$ cat src/rtl/tad_mac.sv
// shared signed multiplier with accumulator, one product per cycle while en is high
module tad_mac #(
  parameter int AW = 16,
  parameter int PW = 64
) (
  input  logic                 clk,
  input  logic                 clr,
  input  logic                 en,
  input  logic                 neg,
  input  logic signed [AW:0]   op_a,
  input  logic signed [AW:0]   op_b,
  output logic signed [PW-1:0] acc
);
  logic signed [2*AW+1:0] prod;
  logic signed [PW-1:0]   prod_x;
  logic signed [PW-1:0]   acc_r;

  assign prod = op_a * op_b;
  assign prod_x = PW'(prod);

  always_ff @(posedge clk) begin
    if (clr) begin
      acc_r <= '0;
    end else if (en) begin
      acc_r <= neg ? acc_r - prod_x : acc_r + prod_x;
    end
  end

  assign acc = acc_r;
endmodule

$ cat config.mk
export PLATFORM = sky130hd
export DESIGN_NAME = tad_mac
export DESIGN_NICKNAME = d
export VERILOG_FILES = /design/src/rtl/tad_mac.sv
export SDC_FILE = /design/constraint.sdc
export NUM_CORES = 1
export LEC_CHECK = 0
export ABC_AREA = 0
export BUFFER_PORTS_ARGS = -buffer_cell sky130_fd_sc_hd__buf_2
export CAP_MARGIN = 25
export CELL_PAD_IN_SITES_DETAIL_PLACEMENT = 0
export CELL_PAD_IN_SITES_GLOBAL_PLACEMENT = 1
export CORE_ASPECT_RATIO = 1.2
export CORE_MARGIN = 2
export CORE_UTILIZATION = 53
export CTS_CLUSTER_DIAMETER = 50
export DETAILED_ROUTE_END_ITERATION = 7
export GPL_ROUTABILITY_DRIVEN = 0
export PLACE_DENSITY_LB_ADDON = 0.1
export SYNTH_ARGS = -nofsm -noshare
export SYNTH_HDL_FRONTEND = slang
export SYNTH_SLANG_ARGS = --single-unit
$ cat constraint.sdc
create_clock -name clk -period 28.8 [get_ports clk]
set_input_delay 4.32 -clock clk [delete_from_list [all_inputs] [get_ports clk]]
set_output_delay 4.32 -clock clk [all_outputs]
set_load 0.02 [all_outputs]
Yosys cells after proc, flatten, opt, wreduce, memory -nomap -nowiden
Cells that the tools add are included.

Multipliers: 1. Add/subtract/negate cells: 2. Multiplexer cells: 1.

Operators by type and width (number): $add A64 B34 Y64 (1); $mux W64 (1); $sub A64 B34 Y64 (1); $mul A17 B17 Y34 (1).

Input bits: 38. Word-level logic and storage cells: 5. Register bits after elaboration: 64. Output and inout bits: 64.

Logic depth before layout (Yosys ltp)
Gate-level depths: netlist of run 1.

Depth in word-level cells: 3. Mapped depth: 42. Gate-level depth less buffers: 39.

Worst setup path before layout of run 1
OpenSTA, ideal clock, no wires.

Path type: input port to flip-flop. Start point: input op_b[8]. End point: register acc_r[63] (netlist: acc[63]). Arrival: 13794 ps. Buffers on the path: 3. Path slack: 14883 ps. Cell stages on the path: 40. Setup time: 123 ps. Cell sequence: clkbuf_1 > clkbuf_1 > nand2_1 > fa_1 > inv_1 > fa_1 > inv_1 > fa_1 > inv_1 > fa_1 > fa_1 > inv_1 > fa_1 > inv_1 > ha_1 > a21oi_2 > nand3_1 > o311ai_1 > (+4 left out) > xnor2_1 > nor2b_1 > a211oi_2 > clkbuf_1 > a21oi_1 > ha_1 > a21o_1 > a21oi_1 > nor2b_1 > a311o_1 > a221o_1 > a21oi_1 > nor2b_1 > a31o_1 > a2111oi_2 > nor3b_1 > mux2i_1 > mux2_1.

Word-level cells in the longest chain between the ends: 3. Elaborated cells on any way between the ends: 4.

RTL lines: from (decl) (RTL line 11) `input logic signed [AW:0] op_b,`; $mul A17 B17 Y34 (*) (RTL line 18) `assign prod = op_a * op_b;`; $add A64 B34 Y64 / $sub A64 B34 Y64 (equally long branches) (RTL line 25) `acc_r <= neg ? acc_r - prod_x : acc_r + prod_x;`; $mux W64 (*) (RTL line 25); to (signal assigned) (RTL line 25); to (decl) (RTL line 16) `logic signed [PW-1:0] acc_r;`.

Mark *: on every way between the ends. The rest lies on a longest branch, timed or not. A chain may end at the register's enable or synchronous reset.

Worst setup path after layout of run 1
Start point: input op_a[6]. End point: register acc_r[63] (netlist: acc[63]).

Word-level cells in the longest chain between the ends: 3. Elaborated cells on any way between the ends: 4.

RTL lines: from (decl) (RTL line 10) `input logic signed [AW:0] op_a,`; $mul A17 B17 Y34 (*) (RTL line 18); $add A64 B34 Y64 / $sub A64 B34 Y64 (equally long branches) (RTL line 25); $mux W64 (*) (RTL line 25).

Marked as above.

==> reports/results.ini, run 1 <==
[setup_path]
startpoint = op_a[6]
critical_path.slowest_cell = a211oi_2
worst_ep_required_time_ps = 29030
crit_type = primary input to flip-flop
cp.arrival_ps = 15030
endpoint_kind = flip-flop
cpMostUsedCell = fa_1
startpoint_type = primary input
critPathMaxFanout = 17
max_stage_delay_ps = 830
r2r-start = acc[0]

[cts]
clk_pin_slew_ps = 50
cts_hold_buffers = 0
root_buffer = clkbuf_16
cts.sinks = 64
cts_tree = yes
clk_latency_ps = 350
clock_path_buffers = 2
cts_made_buffers = 9
cts_setup_buffers = 0
cts-htree-levels = 3
ctsResizeCount = 0

[timing]
worst_slew_pin_slew_ps = 988
grt_setup_unrepaired = no
finalCriticalPeriod_ps = 14800
final.setup.tns_ps = 0
post-route-period-util_pct = 51.4
final_hold_viol_count = 0
slew_viol_final = 0
setup_viol = 0
relSlewSlack_pct = 34.0
fin_skew_ps = 6.88
clock.fmax_mhz = 67.6

[die]
dieArea_mm2 = 0.0352
io_pins = 102
coreArea_mm2 = 0.0332
die_w_um = 172
die_y_um = 205
fp-row-count = 73
start_util_pct = 53.8

[final_layout]
largest_reg_flops = 64
final_net_count = 2597
drive_above_1_share_pct = 7.22
diodes = 0
area_growth_pct = 6.10

[synthesis]
syn_area_mm2 = 0.0179
syn-num-nets = 2562
avgSynthCellArea_um2 = 8.59
async_reset_ff_share_pct = 0
ys_dominant_reg_cell = dfxtp_1
yosysWarnings = 0
synth_edf_count = 0
synth_cell_types = 81
synth-seq-cells = 64
syn_inst = 2078
seq_area_frac_synth_pct = 7.18

[status]
run_status = completed

[grt]
grt_max_degree = 70
antenna_found_initial = 0
gr-total-overflow = 0
grt_pass1_wl_um = 71600
grt_pass1_vias = 14600
groute.usage.overall_pct = 25.4

[drt]
drc = 0
drtAntennaViolNets = 0
detail_route.wl_per_cell_um = 16.8
viasPerCell = 5.48
drt_first_pass_iters = 5
vias = 14100
drt-total-wl_um = 43200
drt-initial-drc-count = 582

[place]
portBuffers = 101
place_hpwl_um = 36200

[min_path]
holdCritPathClass = flip-flop to flip-flop
min-delay-start = acc[41]

[flow_run]
maxCapViolCount = 0

worst max-delay path: cells and delay by family:
| kind | cells | cell delay [ps] |
|---|---|---|
| muxes | 2 | 480 |
| xor gates and xnor gates | 1 | 250 |
| AOI/OAI and AO/OA | 15 | 4640 |
| and+or+nand+nor | 6 | 1000 |
| adders and majority gates | 8 | 3910 |
| buffers and inverters | 5 | 420 |
cell usage in the layout, fill, tap and decap left out, types with 17 or more instances in the layout:
master / n
inv_1: 328
fa_1: 297
nand2_1: 181
and2_1: 162
ha_1: 149
nor2_1: 127
a21oi_1: 109
buf_2: 100
xnor2_1: 86
a21o_1: 79
dfxtp_1: 64
mux2i_1: 47
o21ai_0: 36
xor2_1: 33
a31oi_1: 25
nand2b_1: 24
nand3_1: 24
nor2b_1: 19
nor3_1: 18
a211oi_1: 17
routing by layer:
layer	share of wire, %	wire length (um)	vias to the layer above	GRT usage (%)
li1	-	-	6784	-
met1	45	19300	6877	33.0
met2	49	21200	337	45.2
met3	3.9	1680	65	2.14
met4	2.4	1020	0	7.45
met5	0	0	-	0
final cells by class:
class	instances	area, um^2
Tap cell	450	563
Multi-Input combinational cell	1604	15000
Clock buffer	9	225
Inverter	328	1230
Sequential cell	64	1280
Timing Repair Buffer	106	546
Fill cell	3164	14200
Clock inverter	7	72.6
final timing paths:
| path | depth (start not counted) | end | slack (ps) |
|---|---|---|---|
| max | 37 | acc[63] | 14000 |
| max reg2reg | 15 | acc[54] | 24680 |
| min reg2reg | 2 | acc[41] | 490 |
| min | 2 | acc[41] | 490 |
stage by stage:
step	worst slack [ps]	utilization [%]	hold WS, ps	cell area [um^2]	std cells
detailed placement	13660	56.2	485	18600	2552
global route	13330	57.1	524	18900	2568
floorplan	14880	-	559	17900	2078
global placement	13910	56.2	476	18600	2552
finish	14000	57.1	494	18900	2568
CTS	14040	57.1	494	18900	2568
cell families after synthesis:
family	count (synthesis)	synth area share, %
fa+ha+maj	446	43.7
xor+xnor	120	5.99
flops	64	7.18
buf+inv	410	8.68
compound gates	374	14.2
mux	48	2.70
simple gates	616	17.5
synth_stat cells, drive strengths merged, types with 8 or more instances:
cell type	number	area (um^2)
inv	328	1230
fa	297	5950
nand2	181	679
and2	162	1010
ha	149	1860
nor2	128	488
a21oi	114	589
xnor2	87	781
a21o	80	608
clkbuf	74	278
dfxtp	64	1280
mux2i	47	470
o21ai	44	224
xor2	33	289
a31oi	25	156
nand2b	24	150
nand3	24	120
a211oi	22	190
nor3	20	116
nor2b	19	119
and3	13	81.3
o21bai	13	97.6
nand4	11	68.8
o21a	11	82.6
buf	8	40.0
nor3b	8	81.3
Power of run 1 is not shown: default switching activity piles up to over one toggle a cycle in this logic, so the estimate is an artifact.
==> run 2: changes to the inputs <==
--- a/config.mk
+++ b/config.mk
@@ -12,7 +12,7 @@
 export CELL_PAD_IN_SITES_GLOBAL_PLACEMENT = 1
 export CORE_ASPECT_RATIO = 1.2
 export CORE_MARGIN = 2
-export CORE_UTILIZATION = 53
+export CORE_UTILIZATION = 45
 export CTS_CLUSTER_DIAMETER = 50
 export DETAILED_ROUTE_END_ITERATION = 7
 export GPL_ROUTABILITY_DRIVEN = 0
==> constraint.sdc (replaced) <==
create_clock -name clk -period 12.9 [get_ports clk]
set_input_delay 1.935 -clock clk [delete_from_list [all_inputs] [get_ports clk]]
set_output_delay 1.935 -clock clk [all_outputs]
set_load 0.02 [all_outputs]
==> run 2 against run 1 <==
  * Cell count up 3.2%
  * Die area grew 17%
  * First-iteration DRC count rose by 1.2%
  * Core utilization decreased by 8.1 points
  * Highest routed layer unchanged
  * Count of clock-buffer cells in the layout is 4 higher
  * Wire length grew 2.9%
  * Flip-flop and latch count unchanged
  * Global-route usage shrank 3.1 points
  * Hold slack better by 7.1 ps
  * Non-clock buffer count is 7 higher
  * Critical path depth increased by 1
  * Register-to-register slack worse by 16000 ps
==> reports/results.ini, run 2 (synthesis gave the netlist of run 1 again) <==
[grt]
antenna_found_initial = 0  ; unchanged
gr-total-overflow = 0  ; unchanged
grt_max_degree = 70  ; unchanged
grt_pass1_wl_um = 74100  ; +3.6%
grt_pass1_vias = 14400  ; -1.4%
groute.usage.overall_pct = 22.3  ; -3.1 points

[final_layout]
diodes = 0  ; unchanged
final_cell_mix = inv_1, fa_1, nand2_1
final_net_count = 2604  ; +0.27%
multi_input_area_mm2 = 0.0150  ; about the same
n_fill_cell = 3871  ; +22%
seq_area_mm2 = 0.00128  ; unchanged
drive_above_1_share_pct = 7.44  ; +0.21 points
final_common_cell = inv_1
final_util_pct = 49.1  ; -8.1 points
area_growth_pct = 7.00
largest_reg_flops = 64  ; unchanged

[drt]
drt_first_pass_iters = 5  ; unchanged
viasPerCell = 5.22  ; -4.7%
drt-total-wl_um = 44500  ; +2.9%
vias = 13800  ; -1.6%
drtAntennaViolNets = 0  ; unchanged
detail_route.wl_per_cell_um = 16.8  ; -0.29%
drt-initial-drc-count = 589  ; +1.2%
drc = 0  ; unchanged

[timing]
final_hold_viol_count = 0  ; unchanged
finalCriticalPeriod_ps = 12060
setup_viol = 0  ; unchanged
worst_slew_pin_slew_ps = 879  ; -109 ps
slew_viol_final = 0  ; unchanged
fin_skew_ps = 8.13  ; +1.25 ps
grt_setup_unrepaired = no
clock.fmax_mhz = 82.9
relSlewSlack_pct = 41.0  ; +7.0 points
post-route-period-util_pct = 93.5
final.setup.tns_ps = 0  ; unchanged

[cts]
cts.sinks = 64  ; unchanged
clk_pin_slew_ps = 50  ; about the same
cts_made_buffers = 9  ; unchanged
clock_path_buffers = 2  ; unchanged
clk_latency_ps = 350  ; about the same
cts-htree-levels = 3  ; unchanged
root_buffer = clkbuf_16
cts_setup_buffers = 0  ; unchanged
cts_tree = yes

[setup_path]
worst-path-stages = 38  ; +2.7%
cp.arrival_ps = 12300  ; -2730 ps
critPathMaxFanout = 17  ; unchanged
cp_num_buf_inv = 6  ; +1
r2r_setup_slack_ps = 8800  ; -15880 ps
worst_ep_required_time_ps = 13130  ; -15900 ps
startpoint = op_a[6]
cpMostUsedCell = fa_1
startpoint_type = primary input
endpoint_kind = flip-flop
r2r-start = acc[0]
critical_path.slowest_cell = a211oi_4
crit_family = compound AO/OA/AOI/OAI gates
r2r_end = acc[48]
max_stage_delay_ps = 590  ; -240 ps
reg2regPathDepth = 16  ; +1
crit_type = primary input to flip-flop

[die]
io_pins = 102  ; unchanged
dieArea_mm2 = 0.0413  ; +17%
die_y_um = 222  ; +8.4%
die_w_um = 186  ; +8.3%
fp-row-count = 79  ; +8.2%
coreArea_mm2 = 0.0389  ; +17%
start_util_pct = 45.8  ; -8.0 points

[status]
run_status = completed

[min_path]
holdCritPathClass = flip-flop to flip-flop
holdPathStages = 2  ; unchanged
hold_path_end = acc[0]
min-delay-start = acc[0]

[place]
portBuffers = 101  ; unchanged
place_hpwl_um = 37400  ; +3.4%

[flow_run]
maxCapViolCount = 0  ; unchanged

## run 2: cell count changes in the layout (fill, tap and decap cells not counted)
cell	change
clkinv_4	-2
buf_6	+1
clkbuf_8	+2
clkinvlp_4	-2
a211oi_2	-1
buf_4	+6
a211oi_4	+1
clkbuf_1	+2
## run 2: how the worst max path moves through the flow
stage                         end
after global placement    acc[63]
after floorplan           acc[63]
final                     acc[63]
after global routing      acc[63]
after CTS                 acc[63]
after detailed placement  acc[63]
## run 2: per-stage QoR
step,hold WS (ps),std cells,cell area (um^2),setup WS [ps]
4_1_cts,497,2651,19100,699
5_1_grt,533,2651,19100,96.4
3_5_place_dp,486,2635,18800,375
3_3_place_gp,476,2634,18800,413
2_1_floorplan,559,2078,17900,1370
6_report,501,2651,19100,836
## run 2: tightest hold or removal path: stages, from the launching register on
cell and delay (ps):
dfxtp_1 320, nor2_1 90, a211oi_1 50
## run 2: what timing repair did
action | 4_1_cts | 5_1_grt
setup endpoints to repair | 0 | 1
gates resized for setup | 0 | 1
hold buffers | 0 | 0
## run 2: per-layer routing
metal  part of all wire [%]  vias up  wire length [um]  global-route usage [%]
li1                       -     6807                 -                       -
met1                     47     6749             20900                    30.7
met2                     48      248             21400                    38.7
met3                    3.5       31              1580                    1.59
met4                    1.3        0               566                    4.22
met5                      0        -                 0                       0
## run 2: final cells by class
class                   count  area share [%]
repair buffers            113            3.15
clock inverters             3           0.210
multi-input cells        1604            78.7
clock buffers              13            1.36
inverters                 328            6.44
flip-flops and latches     64            6.71
well taps                 526            3.45
Power of run 2 is left out for the same reason.
==> run 3: changes to the inputs <==
--- a/config.mk
+++ b/config.mk
@@ -12,11 +12,11 @@
 export CELL_PAD_IN_SITES_GLOBAL_PLACEMENT = 1
 export CORE_ASPECT_RATIO = 1.2
 export CORE_MARGIN = 2
-export CORE_UTILIZATION = 45
+export CORE_UTILIZATION = 53
 export CTS_CLUSTER_DIAMETER = 50
 export DETAILED_ROUTE_END_ITERATION = 7
 export GPL_ROUTABILITY_DRIVEN = 0
-export PLACE_DENSITY_LB_ADDON = 0.1
+export PLACE_DENSITY = 0.88
 export SYNTH_ARGS = -nofsm -noshare
 export SYNTH_HDL_FRONTEND = slang
 export SYNTH_SLANG_ARGS = --single-unit
==> constraint.sdc (replaced) <==
create_clock -name clk -period 14.12 [get_ports clk]
set_input_delay 2.118 -clock clk [delete_from_list [all_inputs] [get_ports clk]]
set_output_delay 2.118 -clock clk [all_outputs]
set_load 0.02 [all_outputs]
==> run 3 against run 2 <==
  * Cell count shrank 3.2%
  * Cell area shrank 0.73%
  * Via count grew 1.5%
  * Clock skew shrank 1.9 ps
  * Flip-flop and latch count is the same
  * Global-route usage grew 2.8 points
  * Sequential share of layout area is essentially flat
  * Wire length shrank 4.8%
  * Largest cell class unchanged
==> reports/results.ini, run 3 (synthesis gave the netlist of run 1 again) <==
[drt]
drt_first_pass_iters = 5  ; unchanged
drt-total-wl_um = 42400  ; -4.8%
drc = 0  ; unchanged
drt-initial-drc-count = 674  ; +14%
viasPerCell = 5.47  ; +4.8%
vias = 14000  ; +1.5%
drtAntennaViolNets = 0  ; unchanged
detail_route.wl_per_cell_um = 16.5  ; -1.6%

[final_layout]
largest_reg_flops = 64  ; unchanged
layout.cells.non_filler = 2567  ; -3.2%
final_cell_mix = inv_1, fa_1, nand2_1
diodes = 0  ; unchanged
area_growth_pct = 6.22
drive_above_1_share_pct = 7.13  ; -0.30 points
final_net_count = 2596  ; -0.31%
final_common_cell = inv_1
final_util_pct = 57.2  ; +8.1 points

[setup_path]
critPathMaxFanout = 17  ; unchanged
worst_ep_required_time_ps = 14340  ; +1210 ps
cp.arrival_ps = 12790  ; +490 ps
crit_family = compound AO/OA/AOI/OAI gates
startpoint_type = primary input
endpoint_kind = flip-flop
cp_num_buf_inv = 5  ; -1
critical_path.slowest_cell = a211oi_2
max_stage_delay_ps = 820  ; +230 ps
cpMostUsedCell = fa_1
crit_type = primary input to flip-flop

[timing]
slew_viol_final = 0  ; unchanged
finalCriticalPeriod_ps = 12560
setup_viol = 0  ; unchanged
post-route-period-util_pct = 89.0
fin_skew_ps = 6.23  ; -1.90 ps
final_hold_viol_count = 0  ; unchanged
worst_slew_pin_slew_ps = 985  ; +106 ps
grt_setup_unrepaired = no
relSlewSlack_pct = 34.2  ; -6.7 points
final.setup.tns_ps = 0  ; unchanged
clock.fmax_mhz = 79.6
hold_slack_ps = 487  ; -14.8 ps

[die]
die_y_um = 205  ; -7.7%
start_util_pct = 53.8  ; +8.0 points
die_w_um = 172  ; -7.7%
coreArea_mm2 = 0.0332  ; -15%
io_pins = 102  ; unchanged
dieArea_mm2 = 0.0352  ; -15%
fp-row-count = 73  ; -7.6%

[grt]
gr-total-overflow = 0  ; unchanged
grt_pass1_wl_um = 71600  ; -3.4%
groute.usage.overall_pct = 25.2  ; +2.8 points
grt_max_degree = 78  ; +11%
antenna_found_initial = 0  ; unchanged
grt_pass1_vias = 14700  ; +2.0%

[cts]
cts_tree = yes
clk_pin_slew_ps = 50  ; about the same
cts_setup_buffers = 0  ; unchanged
cts.sinks = 64  ; unchanged
clk_latency_ps = 340  ; about the same
root_buffer = clkbuf_16
ctsResizeCount = 0  ; unchanged
cts-htree-levels = 3  ; unchanged
cts_made_buffers = 9  ; unchanged
cts_hold_buffers = 0  ; unchanged
clock_path_buffers = 2  ; unchanged

[flow_run]
maxCapViolCount = 0  ; unchanged

[status]
run_status = completed

[min_path]
holdCritPathClass = flip-flop to flip-flop

[place]
portBuffers = 101  ; unchanged
dp.cells = 2550  ; -3.2%
place_hpwl_um = 35200  ; -5.9%

-- run 3: path summary, 6_finish.rpt --
check                from      end  slack [ps]  cells past startpoint
setup / recovery  op_a[6]  acc[63]        1560                     37
hold / removal    acc[41]  acc[41]         490                      2
setup reg to reg   acc[0]  acc[48]       10080                     16
hold reg to reg   acc[41]  acc[41]         490                      2
-- run 3: layout make-up --
class	instances	area, um^2
Clock buffer	13	260
Clock inverter	3	40.0
Fill cell	3055	14200
Inverter	328	1230
Multi-Input combinational cell	1604	15000
Sequential cell	64	1280
Tap cell	450	563
Timing Repair Buffer	105	558
-- run 3: layer usage --
metal | vias to the layer above | global-route usage, % | share of wire [%]
met5 | - | 0 | 0
met4 | 0 | 6.57 | 1.7
met3 | 56 | 2.76 | 5.1
met2 | 395 | 44.3 | 49
met1 | 6796 | 32.9 | 44
li1 | 6791 | - | -
-- run 3: worst min-delay path, delay by kind of cell, from the launching register on --
kind            cells  cell delay (ps)
flops               1              320
simple gates        1               70
compound gates      1               50
-- run 3: through the flow --
step	cell area (um^2)	worst slack, ps
floorplan	17900	2400
global placement	18600	1430
detailed placement	18600	1210
CTS	18900	1540
global route	19000	1050
finish	19000	1560
Power of run 3 is left out for the same reason.
